===== config.mk =====
export PLATFORM = sky130hd
export DESIGN_NAME = pulse_width_averaging_counter_flat
export DESIGN_NICKNAME = d
export VERILOG_FILES = /design/src/pwac_pkg.sv /design/src/pwac_if.sv /design/src/pwac_queue.sv /design/src/pwac_front.sv /design/src/pwac_back.sv /design/src/pulse_width_averaging_counter.sv /design/src/flat_wrapper.sv
export VERILOG_INCLUDE_DIRS = /design/src /design/src/src
export SDC_FILE = /design/constraint.sdc
export NUM_CORES = 2
export LEC_CHECK = 0
export BUFFER_PORTS_ARGS = -buffer_cell sky130_fd_sc_hd__buf_4
export CORE_MARGIN = 2
export CORE_UTILIZATION = 35
export CTS_BUF_LIST = sky130_fd_sc_hd__clkbuf_4
export DETAILED_ROUTE_END_ITERATION = 7
export GPL_TIMING_DRIVEN = 0
export PLACE_DENSITY_LB_ADDON = 0.1
export SYNTH_ARGS = -nofsm -noshare
export SYNTH_HDL_FRONTEND = slang
export SYNTH_SLANG_ARGS = --single-unit

===== constraint.sdc =====
create_clock -name clk -period 10.3 [get_ports clk]
set_input_delay 1.03 -clock clk [delete_from_list [all_inputs] [get_ports clk]]
set_output_delay 1.03 -clock clk [all_outputs]
set_load 0.005 [all_outputs]

===== src/pulse_width_averaging_counter_assert.svh =====
// assertion macros shared by the pulse width averaging counter modules
// expects clk and rst in the scope of each use
`ifndef PULSE_WIDTH_AVERAGING_COUNTER_ASSERT_SVH
`define PULSE_WIDTH_AVERAGING_COUNTER_ASSERT_SVH

// same-cycle implication, checked outside reset
`define PWAC_ASSERT_IMP(lbl, ante, cons, msg) \
  lbl: assert property (@(posedge clk) disable iff (rst) (ante) |-> (cons)) else $error(msg);

// next-cycle implication, checked outside reset
`define PWAC_ASSERT_NXT(lbl, ante, cons, msg) \
  lbl: assert property (@(posedge clk) disable iff (rst) (ante) |=> (cons)) else $error(msg);

`endif


===== src/pwac_pkg.sv =====
// shared types, codes and constants of the pulse width averaging counter
// no dependencies
package pwac_pkg;

  localparam int CHANNELS_DEF   = 4;
  localparam int RING_DEPTH_DEF = 8;
  localparam int QUEUE_DEPTH    = 2;

  localparam logic [1:0] OP_CAPTURE = 2'd0;
  localparam logic [1:0] OP_TICK    = 2'd1;
  localparam logic [1:0] OP_QUERY   = 2'd2;

  localparam logic [3:0] U_SUM       = 4'd0;
  localparam logic [3:0] U_WIDTH_RAW = 4'd1;
  localparam logic [3:0] U_WIDTH_NS  = 4'd2;
  localparam logic [3:0] U_WIDTH_US  = 4'd3;
  localparam logic [3:0] U_WIDTH_MS  = 4'd4;
  localparam logic [3:0] U_FREQ_S    = 4'd5;
  localparam logic [3:0] U_FREQ_M    = 4'd6;
  localparam logic [3:0] U_FREQ_H    = 4'd7;
  localparam logic [3:0] U_LOW_FIRST = 4'd12;

  localparam logic [1:0] CONV_RAW = 2'd0;
  localparam logic [1:0] CONV_NS  = 2'd1;
  localparam logic [1:0] CONV_US  = 2'd2;
  localparam logic [1:0] CONV_MS  = 2'd3;

  localparam logic [0:0] REG_PRESCALE = 1'd0;
  localparam logic [0:0] REG_AVERAGE  = 1'd1;
  localparam int CFG_INDEX_W = 1;
  localparam int CFG_DATA_W  = 4;

  localparam logic [31:0] CLOCK_HZ     = 32'd48000000;
  localparam logic [31:0] CLOCK_HZ_MIN = 32'd2880000000;

  // one division job plus its post step
  typedef struct packed {
    logic        ok;
    logic [31:0] num;
    logic [31:0] den;
    logic [3:0]  post_shift;
    logic [9:0]  post_mul;
  } job_t;

endpackage


===== src/pwac_if.sv =====
// handshake channels of the pulse width averaging counter
// depends on pwac_pkg for nothing but style; plain valid/ready
interface pwac_in_if;
  logic        valid;
  logic        ready;
  logic [1:0]  operation;
  logic [1:0]  channel_index;
  logic [15:0] capture_value;
  logic        pin_level;
  logic [15:0] timer_now;
  logic [3:0]  unit_code;
  modport source (output valid, operation, channel_index, capture_value, pin_level,
                  timer_now, unit_code, input ready);
  modport sink (input valid, operation, channel_index, capture_value, pin_level,
                timer_now, unit_code, output ready);
endinterface

interface pwac_out_if;
  logic        valid;
  logic        ready;
  logic [31:0] query_value;
  logic        query_valid;
  modport source (output valid, query_value, query_valid, input ready);
  modport sink (input valid, query_value, query_valid, output ready);
endinterface


===== src/pwac_queue.sv =====
// small job queue between front and back
// depends on pwac_pkg
module pwac_queue
  import pwac_pkg::*;
(
  input  logic clk,
  input  logic rst,
  input  logic push,
  input  job_t push_job,
  output logic full,
  input  logic pop,
  output job_t pop_job,
  output logic empty
);
  localparam int PTR_W = (QUEUE_DEPTH > 1) ? $clog2(QUEUE_DEPTH) : 1;
  localparam int CNT_W = $clog2(QUEUE_DEPTH + 1);

  job_t             slots [QUEUE_DEPTH];
  logic [PTR_W-1:0] head;
  logic [PTR_W-1:0] tail;
  logic [CNT_W-1:0] count;

  assign full    = (count == CNT_W'(QUEUE_DEPTH));
  assign empty   = (count == '0);
  assign pop_job = slots[head];

  always_ff @(posedge clk) begin
    if (push) begin
      slots[tail] <= push_job;
    end
  end

  always_ff @(posedge clk) begin
    if (rst) begin
      head  <= '0;
      tail  <= '0;
      count <= '0;
    end else begin
      if (push) begin
        tail <= (tail == PTR_W'(QUEUE_DEPTH - 1)) ? '0 : tail + 1'b1;
      end
      if (pop) begin
        head <= (head == PTR_W'(QUEUE_DEPTH - 1)) ? '0 : head + 1'b1;
      end
      count <= count + CNT_W'(push) - CNT_W'(pop);
    end
  end

`include "pulse_width_averaging_counter_assert.svh"
  `PWAC_ASSERT_IMP(a_push_room, push, !full, "push into full queue")
  `PWAC_ASSERT_IMP(a_pop_data, pop, !empty, "pop from empty queue")
  `PWAC_ASSERT_IMP(a_count_max, 1'b1, count <= CNT_W'(QUEUE_DEPTH), "queue count past depth")

endmodule


===== src/pwac_front.sv =====
// front part: accepts words, keeps channel state and ring memory, builds jobs
// depends on pwac_pkg, pwac_if
module pwac_front
  import pwac_pkg::*;
#(
  parameter int CHANNELS   = CHANNELS_DEF,
  parameter int RING_DEPTH = RING_DEPTH_DEF
) (
  input  logic                   clk,
  input  logic                   rst,
  pwac_in_if.sink                item,
  input  logic                   cfg_write,
  input  logic [CFG_INDEX_W-1:0] cfg_index,
  input  logic [CFG_DATA_W-1:0]  cfg_data,
  output logic                   push,
  output job_t                   push_job,
  input  logic                   full
);
  localparam int CW      = (CHANNELS > 1) ? $clog2(CHANNELS) : 1;
  localparam int PW      = (RING_DEPTH > 1) ? $clog2(RING_DEPTH) : 1;
  localparam int ENTRIES = CHANNELS * RING_DEPTH;
  localparam int AW      = (ENTRIES > 1) ? $clog2(ENTRIES) : 1;
  localparam int SUM_W   = 16 + $clog2(RING_DEPTH + 1);

  localparam logic [1:0] F_IDLE = 2'd0;
  localparam logic [1:0] F_READ = 2'd1;
  localparam logic [1:0] F_EXEC = 2'd2;

  logic [1:0]       fstate;
  logic [3:0]       prescale;
  logic [3:0]       avg;
  logic [7:0]       ovf_count;
  logic [SUM_W-1:0] window_sum [CHANNELS];
  logic [15:0]      prev_cap   [CHANNELS];
  logic [PW-1:0]    ring_pos   [CHANNELS];
  logic [7:0]       ovf_snap   [CHANNELS];
  logic [4:0]       countdown  [CHANNELS];
  logic             last_pin   [CHANNELS];
  logic             ring_valid [ENTRIES];
  logic [15:0]      ring_mem   [ENTRIES];

  // held word
  logic [1:0]  op_q;
  logic [1:0]  ch_q;
  logic [15:0] cap_q;
  logic        pin_q;
  logic [15:0] now_q;
  logic [3:0]  unit_q;
  logic [AW-1:0] addr_q;
  logic [15:0] rd_data;
  logic        rd_ok;

  logic [CW-1:0] ci;
  logic          ch_ok;
  logic          back_sel;
  logic [5:0]    t0, t1, t2;
  logic [PW-1:0] idx;
  logic [AW-1:0] addr;
  logic [3:0]    avg_wr;

  assign ci    = CW'(ch_q);
  assign ch_ok = (int'(ch_q) < CHANNELS);
  assign item.ready = (fstate == F_IDLE);

  // ring slot of the last high or low pulse
  always_comb begin
    back_sel = (unit_q < U_LOW_FIRST) ? last_pin[ci] : !last_pin[ci];
    t0 = 6'(ring_pos[ci]) + 6'(avg) + 6'(avg) - 6'd1 - 6'(back_sel);
    t1 = (t0 >= 6'(avg)) ? t0 - 6'(avg) : t0;
    t2 = (t1 >= 6'(avg)) ? t1 - 6'(avg) : t1;
    idx = (op_q == OP_CAPTURE) ? ring_pos[ci] : PW'(t2);
    addr = AW'(int'(ci) * RING_DEPTH + int'(idx));
    avg_wr = ((cfg_data == 4'd0) || (int'(cfg_data) > RING_DEPTH)) ? 4'd1 : cfg_data;
  end

  // capture arithmetic
  logic [15:0]      delta;
  logic [15:0]      old_delta;
  logic [SUM_W-1:0] sum_next;
  logic [PW-1:0]    pos_next;
  logic             do_cap;

  always_comb begin
    do_cap    = (fstate == F_EXEC) && (op_q == OP_CAPTURE) && ch_ok;
    delta     = cap_q - prev_cap[ci];
    old_delta = rd_ok ? rd_data : 16'd0;
    sum_next  = window_sum[ci] - SUM_W'(old_delta) + SUM_W'(delta);
    pos_next  = (5'(ring_pos[ci]) + 5'd1 == 5'(avg)) ? '0 : ring_pos[ci] + 1'b1;
  end

  // query evaluation
  logic [7:0]  age;
  logic        stale;
  logic [4:0]  cd;
  logic [31:0] sum32, s, raw, mul_in, scaled, avg32;
  logic        is_pulse;

  always_comb begin
    age   = ovf_count - ovf_snap[ci];
    if ((age != 8'd0) && (prev_cap[ci] >= 16'd256) && (now_q < prev_cap[ci] - 16'd256)) begin
      age = age - 8'd1;
    end
    stale    = (age != 8'd0);
    cd       = stale ? 5'(avg) + 5'd1 : countdown[ci];
    sum32    = 32'(window_sum[ci]);
    avg32    = 32'(avg);
    s        = sum32 << prescale;
    raw      = 32'(old_delta) << prescale;
    is_pulse = unit_q[3];
    mul_in   = is_pulse ? raw : s;
    scaled   = mul_in * 32'd250;

    push_job.ok         = ch_ok && (cd == 5'd0);
    push_job.num        = s;
    push_job.den        = 32'd1;
    push_job.post_shift = 4'd0;
    push_job.post_mul   = 10'd1;
    case (unit_q)
      U_SUM: ;
      U_WIDTH_RAW: push_job.den = avg32;
      U_WIDTH_NS: begin
        push_job.num = scaled;
        push_job.den = avg32 * 32'd12;
      end
      U_WIDTH_US: push_job.den = avg32 * 32'd48;
      U_WIDTH_MS: push_job.den = avg32 * 32'd48000;
      U_FREQ_S: begin
        push_job.ok         = push_job.ok && (sum32 != 32'd0);
        push_job.num        = CLOCK_HZ * avg32;
        push_job.den        = sum32;
        push_job.post_shift = prescale;
      end
      U_FREQ_M, U_FREQ_H: begin
        push_job.ok       = push_job.ok && (sum32 != 32'd0);
        push_job.num      = CLOCK_HZ_MIN >> prescale;
        push_job.den      = sum32;
        push_job.post_mul = (unit_q == U_FREQ_M) ? 10'(avg) : 10'(avg) * 10'd60;
      end
      default: begin
        push_job.num = raw;
        case (unit_q[1:0])
          CONV_RAW: ;
          CONV_NS: begin
            push_job.num = scaled;
            push_job.den = 32'd12;
          end
          CONV_US: push_job.den = 32'd48;
          CONV_MS: push_job.den = 32'd48000;
          default: ;
        endcase
      end
    endcase
    push = (fstate == F_EXEC) && (op_q == OP_QUERY) && !full;
  end

  // ring memory, registered read
  always_ff @(posedge clk) begin
    if (fstate == F_READ) begin
      rd_data <= ring_mem[addr];
    end
    if (do_cap) begin
      ring_mem[addr_q] <= delta;
    end
  end

  always_ff @(posedge clk) begin
    if (item.valid && item.ready) begin
      op_q   <= item.operation;
      ch_q   <= item.channel_index;
      cap_q  <= item.capture_value;
      pin_q  <= item.pin_level;
      now_q  <= item.timer_now;
      unit_q <= item.unit_code;
    end
    if (fstate == F_READ) begin
      addr_q <= addr;
    end
  end

  always_ff @(posedge clk) begin
    if (rst) begin
      fstate    <= F_IDLE;
      prescale  <= '0;
      avg       <= 4'd1;
      ovf_count <= '0;
      rd_ok     <= 1'b0;
      for (int c = 0; c < CHANNELS; c++) begin
        window_sum[c] <= '0;
        prev_cap[c]   <= '0;
        ring_pos[c]   <= '0;
        ovf_snap[c]   <= '0;
        countdown[c]  <= 5'd2;
        last_pin[c]   <= 1'b0;
      end
      for (int e = 0; e < ENTRIES; e++) begin
        ring_valid[e] <= 1'b0;
      end
    end else if (cfg_write && (cfg_index == REG_AVERAGE)) begin
      // window change reopens every channel
      avg <= avg_wr;
      for (int c = 0; c < CHANNELS; c++) begin
        window_sum[c] <= '0;
        prev_cap[c]   <= '0;
        ring_pos[c]   <= '0;
        ovf_snap[c]   <= '0;
        countdown[c]  <= 5'(avg_wr) + 5'd1;
        last_pin[c]   <= 1'b0;
      end
      for (int e = 0; e < ENTRIES; e++) begin
        ring_valid[e] <= 1'b0;
      end
    end else begin
      if (cfg_write && (cfg_index == REG_PRESCALE)) begin
        prescale <= cfg_data;
      end
      case (fstate)
        F_IDLE: begin
          if (item.valid) begin
            if (item.operation == OP_TICK) begin
              ovf_count <= ovf_count + 8'd1;
            end else if ((item.operation == OP_CAPTURE) || (item.operation == OP_QUERY)) begin
              fstate <= F_READ;
            end
          end
        end
        F_READ: begin
          rd_ok  <= ring_valid[addr];
          fstate <= F_EXEC;
        end
        F_EXEC: begin
          if (op_q == OP_CAPTURE) begin
            if (ch_ok) begin
              prev_cap[ci]     <= cap_q;
              window_sum[ci]   <= sum_next;
              ring_valid[addr_q] <= 1'b1;
              ring_pos[ci]     <= pos_next;
              ovf_snap[ci]     <= ovf_count;
              last_pin[ci]     <= pin_q;
              if (countdown[ci] != 5'd0) begin
                countdown[ci] <= countdown[ci] - 5'd1;
              end
            end
            fstate <= F_IDLE;
          end else if (!full) begin
            if (ch_ok && stale) begin
              countdown[ci] <= cd;
            end
            fstate <= F_IDLE;
          end
        end
        default: fstate <= F_IDLE;
      endcase
    end
  end

endmodule


===== src/pwac_back.sv =====
// back part: shared restoring divider and post scaling, output register
// depends on pwac_pkg, pwac_if
module pwac_back
  import pwac_pkg::*;
(
  input  logic      clk,
  input  logic      rst,
  output logic      pop,
  input  job_t      pop_job,
  input  logic      empty,
  pwac_out_if.source result
);
  localparam logic [1:0] B_IDLE = 2'd0;
  localparam logic [1:0] B_DIV  = 2'd1;
  localparam logic [1:0] B_POST = 2'd2;
  localparam logic [1:0] B_DONE = 2'd3;

  logic [1:0]  bstate;
  job_t        job;
  logic [31:0] quo;
  logic [31:0] rem;
  logic [4:0]  step;
  logic [32:0] rem_sh;
  logic        ge;
  logic [31:0] shifted;
  logic [31:0] value;
  logic        value_ok;

  assign pop          = (bstate == B_IDLE) && !empty;
  assign rem_sh       = {rem, quo[31]};
  assign ge           = (rem_sh >= {1'b0, job.den});
  assign shifted      = quo >> job.post_shift;
  assign result.valid       = (bstate == B_DONE);
  assign result.query_value = value;
  assign result.query_valid = value_ok;

  always_ff @(posedge clk) begin
    case (bstate)
      B_IDLE: begin
        job  <= pop_job;
        quo  <= pop_job.num;
        rem  <= '0;
        step <= '1;
      end
      B_DIV: begin
        quo  <= {quo[30:0], ge};
        rem  <= ge ? 32'(rem_sh - {1'b0, job.den}) : rem_sh[31:0];
        step <= step - 5'd1;
      end
      B_POST: begin
        value    <= job.ok ? 32'(shifted * 32'(job.post_mul)) : 32'd0;
        value_ok <= job.ok;
      end
      default: ;
    endcase
  end

  always_ff @(posedge clk) begin
    if (rst) begin
      bstate <= B_IDLE;
    end else begin
      case (bstate)
        B_IDLE: if (!empty) bstate <= pop_job.ok ? B_DIV : B_POST;
        B_DIV: if (step == 5'd0) bstate <= B_POST;
        B_POST: bstate <= B_DONE;
        B_DONE: if (result.ready) bstate <= B_IDLE;
        default: bstate <= B_IDLE;
      endcase
    end
  end

`include "pulse_width_averaging_counter_assert.svh"
  `PWAC_ASSERT_NXT(a_post_to_done, bstate == B_POST, result.valid, "result not presented")
  `PWAC_ASSERT_NXT(a_hold_value, result.valid && !result.ready, result.valid && $stable(result.query_value), "result changed while stalled")
  `PWAC_ASSERT_IMP(a_div_ok, bstate == B_DIV, job.ok, "division run for a rejected job")

endmodule


===== src/pulse_width_averaging_counter.sv =====
// top level of the pulse width averaging counter
// depends on pwac_pkg, pwac_if, pwac_front, pwac_queue, pwac_back
//
// usage
//   item channel: one word per operation (capture, overflow tick, query,
//   code 3 is dropped). captures and ticks give no result; each query
//   gives exactly one result word on the result channel.
//   config port: cfg_write with cfg_index 0 sets the prescale shift,
//   index 1 sets the averaging window and reopens every channel.
//   write config only while the block is idle.
// query path
//   ticks and dropped codes are handled at acceptance. captures and
//   queries go through the front's accept, ring memory read and update
//   steps. a query with a valid job then runs through a 32-step restoring
//   divider plus a scaling step; a rejected job skips the divider. the
//   back takes a new job only after its last result has been taken.
// reset
//   synchronous rst clears all channel state, prescale 0, window 1.
// stall
//   a finished result waits in the back's output register; two jobs
//   queue behind it, then a further query stalls the front and holds off new words.
module pulse_width_averaging_counter
  import pwac_pkg::*;
#(
  parameter int CHANNELS   = CHANNELS_DEF,
  parameter int RING_DEPTH = RING_DEPTH_DEF
) (
  input  logic                   clk,
  input  logic                   rst,
  pwac_in_if.sink                item,
  pwac_out_if.source             result,
  input  logic                   cfg_write,
  input  logic [CFG_INDEX_W-1:0] cfg_index,
  input  logic [CFG_DATA_W-1:0]  cfg_data
);
  logic push;
  logic pop;
  logic full;
  logic empty;
  job_t push_job;
  job_t pop_job;

  // front: classify words, own the channel state
  pwac_front #(
    .CHANNELS   (CHANNELS),
    .RING_DEPTH (RING_DEPTH)
  ) u_front (
    .clk       (clk),
    .rst       (rst),
    .item      (item),
    .cfg_write (cfg_write),
    .cfg_index (cfg_index),
    .cfg_data  (cfg_data),
    .push      (push),
    .push_job  (push_job),
    .full      (full)
  );

  // decouples front and divider
  pwac_queue u_queue (
    .clk      (clk),
    .rst      (rst),
    .push     (push),
    .push_job (push_job),
    .full     (full),
    .pop      (pop),
    .pop_job  (pop_job),
    .empty    (empty)
  );

  // back: division and scaling into the result register
  pwac_back u_back (
    .clk     (clk),
    .rst     (rst),
    .pop     (pop),
    .pop_job (pop_job),
    .empty   (empty),
    .result  (result)
  );

endmodule


===== src/flat_wrapper.sv =====
// flat-port wrapper written by rule: the top's interface ports become plain ports
module pulse_width_averaging_counter_flat import pwac_pkg::*;
#(
  parameter int CHANNELS   = CHANNELS_DEF,
  parameter int RING_DEPTH = RING_DEPTH_DEF
)
  (clk, rst, cfg_write, cfg_index, cfg_data, item_valid, item_operation, item_channel_index, item_capture_value, item_pin_level, item_timer_now, item_unit_code, item_ready, result_valid, result_query_value, result_query_valid, result_ready);
  pwac_in_if item_i ();
  pwac_out_if result_i ();
  input  logic clk;
  input  logic rst;
  input  logic cfg_write;
  input  logic [CFG_INDEX_W-1:0] cfg_index;
  input  logic [CFG_DATA_W-1:0] cfg_data;
  input wire logic [$bits(item_i.valid)-1:0] item_valid;
  input wire logic [$bits(item_i.operation)-1:0] item_operation;
  input wire logic [$bits(item_i.channel_index)-1:0] item_channel_index;
  input wire logic [$bits(item_i.capture_value)-1:0] item_capture_value;
  input wire logic [$bits(item_i.pin_level)-1:0] item_pin_level;
  input wire logic [$bits(item_i.timer_now)-1:0] item_timer_now;
  input wire logic [$bits(item_i.unit_code)-1:0] item_unit_code;
  output wire logic [$bits(item_i.ready)-1:0] item_ready;
  output wire logic [$bits(result_i.valid)-1:0] result_valid;
  output wire logic [$bits(result_i.query_value)-1:0] result_query_value;
  output wire logic [$bits(result_i.query_valid)-1:0] result_query_valid;
  input wire logic [$bits(result_i.ready)-1:0] result_ready;
  assign item_i.valid = item_valid;
  assign item_i.operation = item_operation;
  assign item_i.channel_index = item_channel_index;
  assign item_i.capture_value = item_capture_value;
  assign item_i.pin_level = item_pin_level;
  assign item_i.timer_now = item_timer_now;
  assign item_i.unit_code = item_unit_code;
  assign item_ready = item_i.ready;
  assign result_valid = result_i.valid;
  assign result_query_value = result_i.query_value;
  assign result_query_valid = result_i.query_valid;
  assign result_i.ready = result_ready;
  pulse_width_averaging_counter #(.CHANNELS(CHANNELS), .RING_DEPTH(RING_DEPTH)) u_core (.clk(clk), .rst(rst), .item(item_i), .result(result_i), .cfg_write(cfg_write), .cfg_index(cfg_index), .cfg_data(cfg_data));
endmodule

==> impl_metrics.toml <==
[status]
outcome = "finished clean"

[cells_and_area]
final_area_um2 = 75850
nets = 6519
drive_gt1_share_pct = 17.53
synthToLayoutAreaGrowth_pct = 14.41

[clock_network]
clk_latency_ps = 1310
clk_pin_slew_worst_paths_ps = 60
tritoncts = "done"
cts_buffers = 324
postCtsSetupBuffers = 0
ctsRootBufferMaster = "clkbuf_4"
clk_path_buf_depth = 4
h-tree-depth = 5
numClockSinks = 1117

[drt]
drtPass1Iterations = 7
drc_errors = 0
vias_per_cell = 5.260
vias = 45250
drt_iter0_drc = 3776
wl_mm = 217.8
wl_per_cell_um = 25.32
ant_nets = 0

[timing]
min_period_over_period_pct = 95.98
drv_slew = 0
slew_headroom_pct = 18.20
rsz0062_at_grt = "false"
hold_viol = 0
worst_pin_slew_ps = 1210
fmax_ghz = 0.1012
finClkSkew_ps = 154.1
finalSetupViolCount = 0
fin_crit_ps = 9886

[synth]
ys_types = 99
synth_async_sr_flop_share_pct = 0
yosysSeqAreaShare_pct = 49.69
synth_edf_count = 1057
syn_area_um2 = 66300
synth_flop_cell = "edfxtp_1"
synth_fp_nets = 6003
synthCells = 5373
ys.warnings.count = 0
synth-seq-cells = 1117
synth.avg_cell_area_um2 = 12.34

[die]
die_x_um = 439.2
die-area_um2 = 192900
core_um2 = 188000
start_util_pct = 35.26
ios = 86
rows = 159
die_h_um = 439.2

[global_routing]
track_usage_pct = 22.62
grt_overflow = 0
grt_max_degree = 59
grt_pass1_wl_mm = 317.8
first_global_vias = 46690
antenna_found_initial = 20

[critical_path]
cp_max_fo = 10
crit_type = "reg2reg"
crit_required_ps = 11200
critPathCaptureType = "flop"
arrival_ps = 10790
start_kind = "flop"
r2r_setup_slack_ps = 410

[placed_design]
dp_hpwl_mm = 162.1
place_area_um2 = 71380
finalWeightedCongestion = 0.9333
portBuffers = 85

[min_path]
hold_path_class = "in2reg"

[flow_run]
maxCapViolCount = 0
## flip-flops by register name, indices dropped and copies added (netlist names), 4 cells and up, named ones only
name,cells
u_core.u_front.window_sum,80
u_core.u_front.avg,4
u_core.u_back.job,35
u_core.u_front.ring_valid,32
u_core.u_front.cap_q,16
u_core.u_front.ovf_count,8
u_core.u_queue.slots,134
u_core.u_front.countdown,20
u_core.u_back.rem,32
u_core.u_front.ring_mem,512
u_core.u_front.now_q,16
u_core.u_front.prev_cap,64
u_core.u_front.ring_pos,12
u_core.u_back.quo,32
u_core.u_front.prescale,4
u_core.u_back.result.query_value,32
u_core.u_front.last_pin,4
u_core.u_front.unit_q,4
u_core.u_back.step,5
u_core.u_front.addr_q,5
u_core.u_front.rd_data,16
u_core.u_front.ovf_snap,32
## worst paths after layout
kind                                      start                             to  cells past startpoint
hold / removal                              rst          u_core.u_front.avg[0]                      3
setup / recovery     u_core.u_front.prescale[0]    u_core.u_queue.slots[0][65]                     26
hold reg to reg   u_core.u_front.ring_valid[17]  u_core.u_front.ring_valid[17]                      2
setup reg to reg     u_core.u_front.prescale[0]    u_core.u_queue.slots[0][65]                     26
## synth_stat cells (14+ instances only)
master       n  share of area, %
dfxtp_1     60               1.8
a21o_1      58              0.66
nand2_1    438               2.5
mux4_2     185               6.3
nor2_1     453               2.6
o21a_1      22              0.25
inv_1      530               3.0
nor2b_1     48              0.45
and3_1      89              0.84
ha_1       256               4.8
nor4_1      16              0.15
a22oi_1     82              0.93
a31oi_1     25              0.24
edfxtp_1  1057                48
or3_1       27              0.25
and2_1     159               1.5
mux2i_1    125               1.9
mux2_2      67               1.1
xor2_1      74              0.98
o21ai_0    212               1.6
a21oi_1    217               1.6
buf_2       19              0.14
nand3_1     55              0.42
o221ai_1    14              0.18
buf_1       28              0.16
a211oi_1    22              0.25
nor3_1      46              0.35
o21bai_1    17              0.19
fa_1       323               9.8
a21boi_0    14              0.16
nand4_1     34              0.32
nand2b_1    61              0.58
buf_4       15              0.17
o211ai_1    22              0.25
clkbuf_1   160              0.91
xnor2_1    120               1.6
## critical path, cell delays in order, from the launching register on
cell	delay [ps]
dfxtp_1	600
clkbuf_1	420
buf_1	500
clkbuf_1	410
buf_1	400
o21ai_0	220
o21ai_0	430
nor2_1	80
a21oi_1	340
o21ai_0	220
mux2i_1	800
fa_1	580
fa_1	540
fa_1	440
fa_1	510
inv_1	40
ha_1	330
a21oi_1	250
nor2b_1	220
o311ai_0	270
and2_1	280
a41oi_1	340
o21ai_0	170
a21oi_1	250
o21ai_0	150
xnor2_1	440
o211ai_1	230
## routing by layer
metal  wire, um  global-route usage [%]
met5          5                       0
met4       6564                   7.394
met3      12120                   3.969
met2     100200                   35.52
met1      98980                   31.68
## timing repair
action                                  CTS  global route
endpoints found under the setup margin   14            21
endpoints found under the hold margin    50             0
hold buffers                             45             0
resized for setup                         5            14
## metrics by stage
| stage | setup TNS, ps | utilization, % | cells | setup WS [ps] | hold WS, ps |
|---|---|---|---|---|---|
| 4_1_cts | 0 | 40.30 | 8597 | 115.0 | 108.1 |
| 5_1_grt | 0 | 40.34 | 8603 | 7.715 | 191.4 |
| 6_report | 0 | 40.34 | 8604 | 413.9 | 287.9 |
| 2_1_floorplan | 0 | - | 5373 | 2492 | 433.7 |
| 3_3_place_gp | -6371 | 37.26 | 7953 | -663.2 | 443.2 |
| 3_5_place_dp | -2153 | 37.97 | 8012 | -290.7 | 456.1 |
## final cells by class
cell class / instances / area, um2
Tap cell: 2495 / 3122
Sequential cell: 1117 / 32940
Antenna cell: 6 / 15.01
Clock buffer: 498 / 3739
Multi-Input combinational cell: 3483 / 30620
Timing Repair Buffer: 190 / 2136
Clock inverter: 42 / 192.7
Fill cell: 18170 / 112200
Buffer: 237 / 1069
Inverter: 536 / 2014
## layout by cell type, fill, tap and decap left out, drive strengths merged, types with 23 or more instances in the layout
cell type,count
nor2,455
mux2i,128
edfxtp,1057
a21oi,220
nand4,34
mux4,197
nor2b,48
nand3,55
ha,256
o211ai,23
and3,89
nor3,46
a211oi,24
a31oi,26
clkbuf,661
and2,159
dlygate4sd3,45
a22oi,82
o21ai,225
fa,323
xnor2,121
or3,27
a21o,58
nand2,439
buf,219
clkinv,42
nand2b,61
inv,534
mux2,67
dfxtp,60
xor2,74
## cells by family (layout without fill, tap and decap cells)
kind of cell             after synthesis  after routing  synth area share (%)
AO/OA/AOI/OAI                        841            841                 8.117
XOR/XNOR                             196            196                 2.621
adder cells (fa/ha/maj)              579            579                 14.58
buffers and inverters                773           1503                 4.643
flip-flops                          1117           1117                 49.69
multiplexers                         392            392                 9.861
other                                  0              6                     0
AND/OR/NAND/NOR                     1475           1475                 10.48
Power is not shown: default switching activity piles up to over one toggle a cycle in this logic, so the estimate is an artifact.
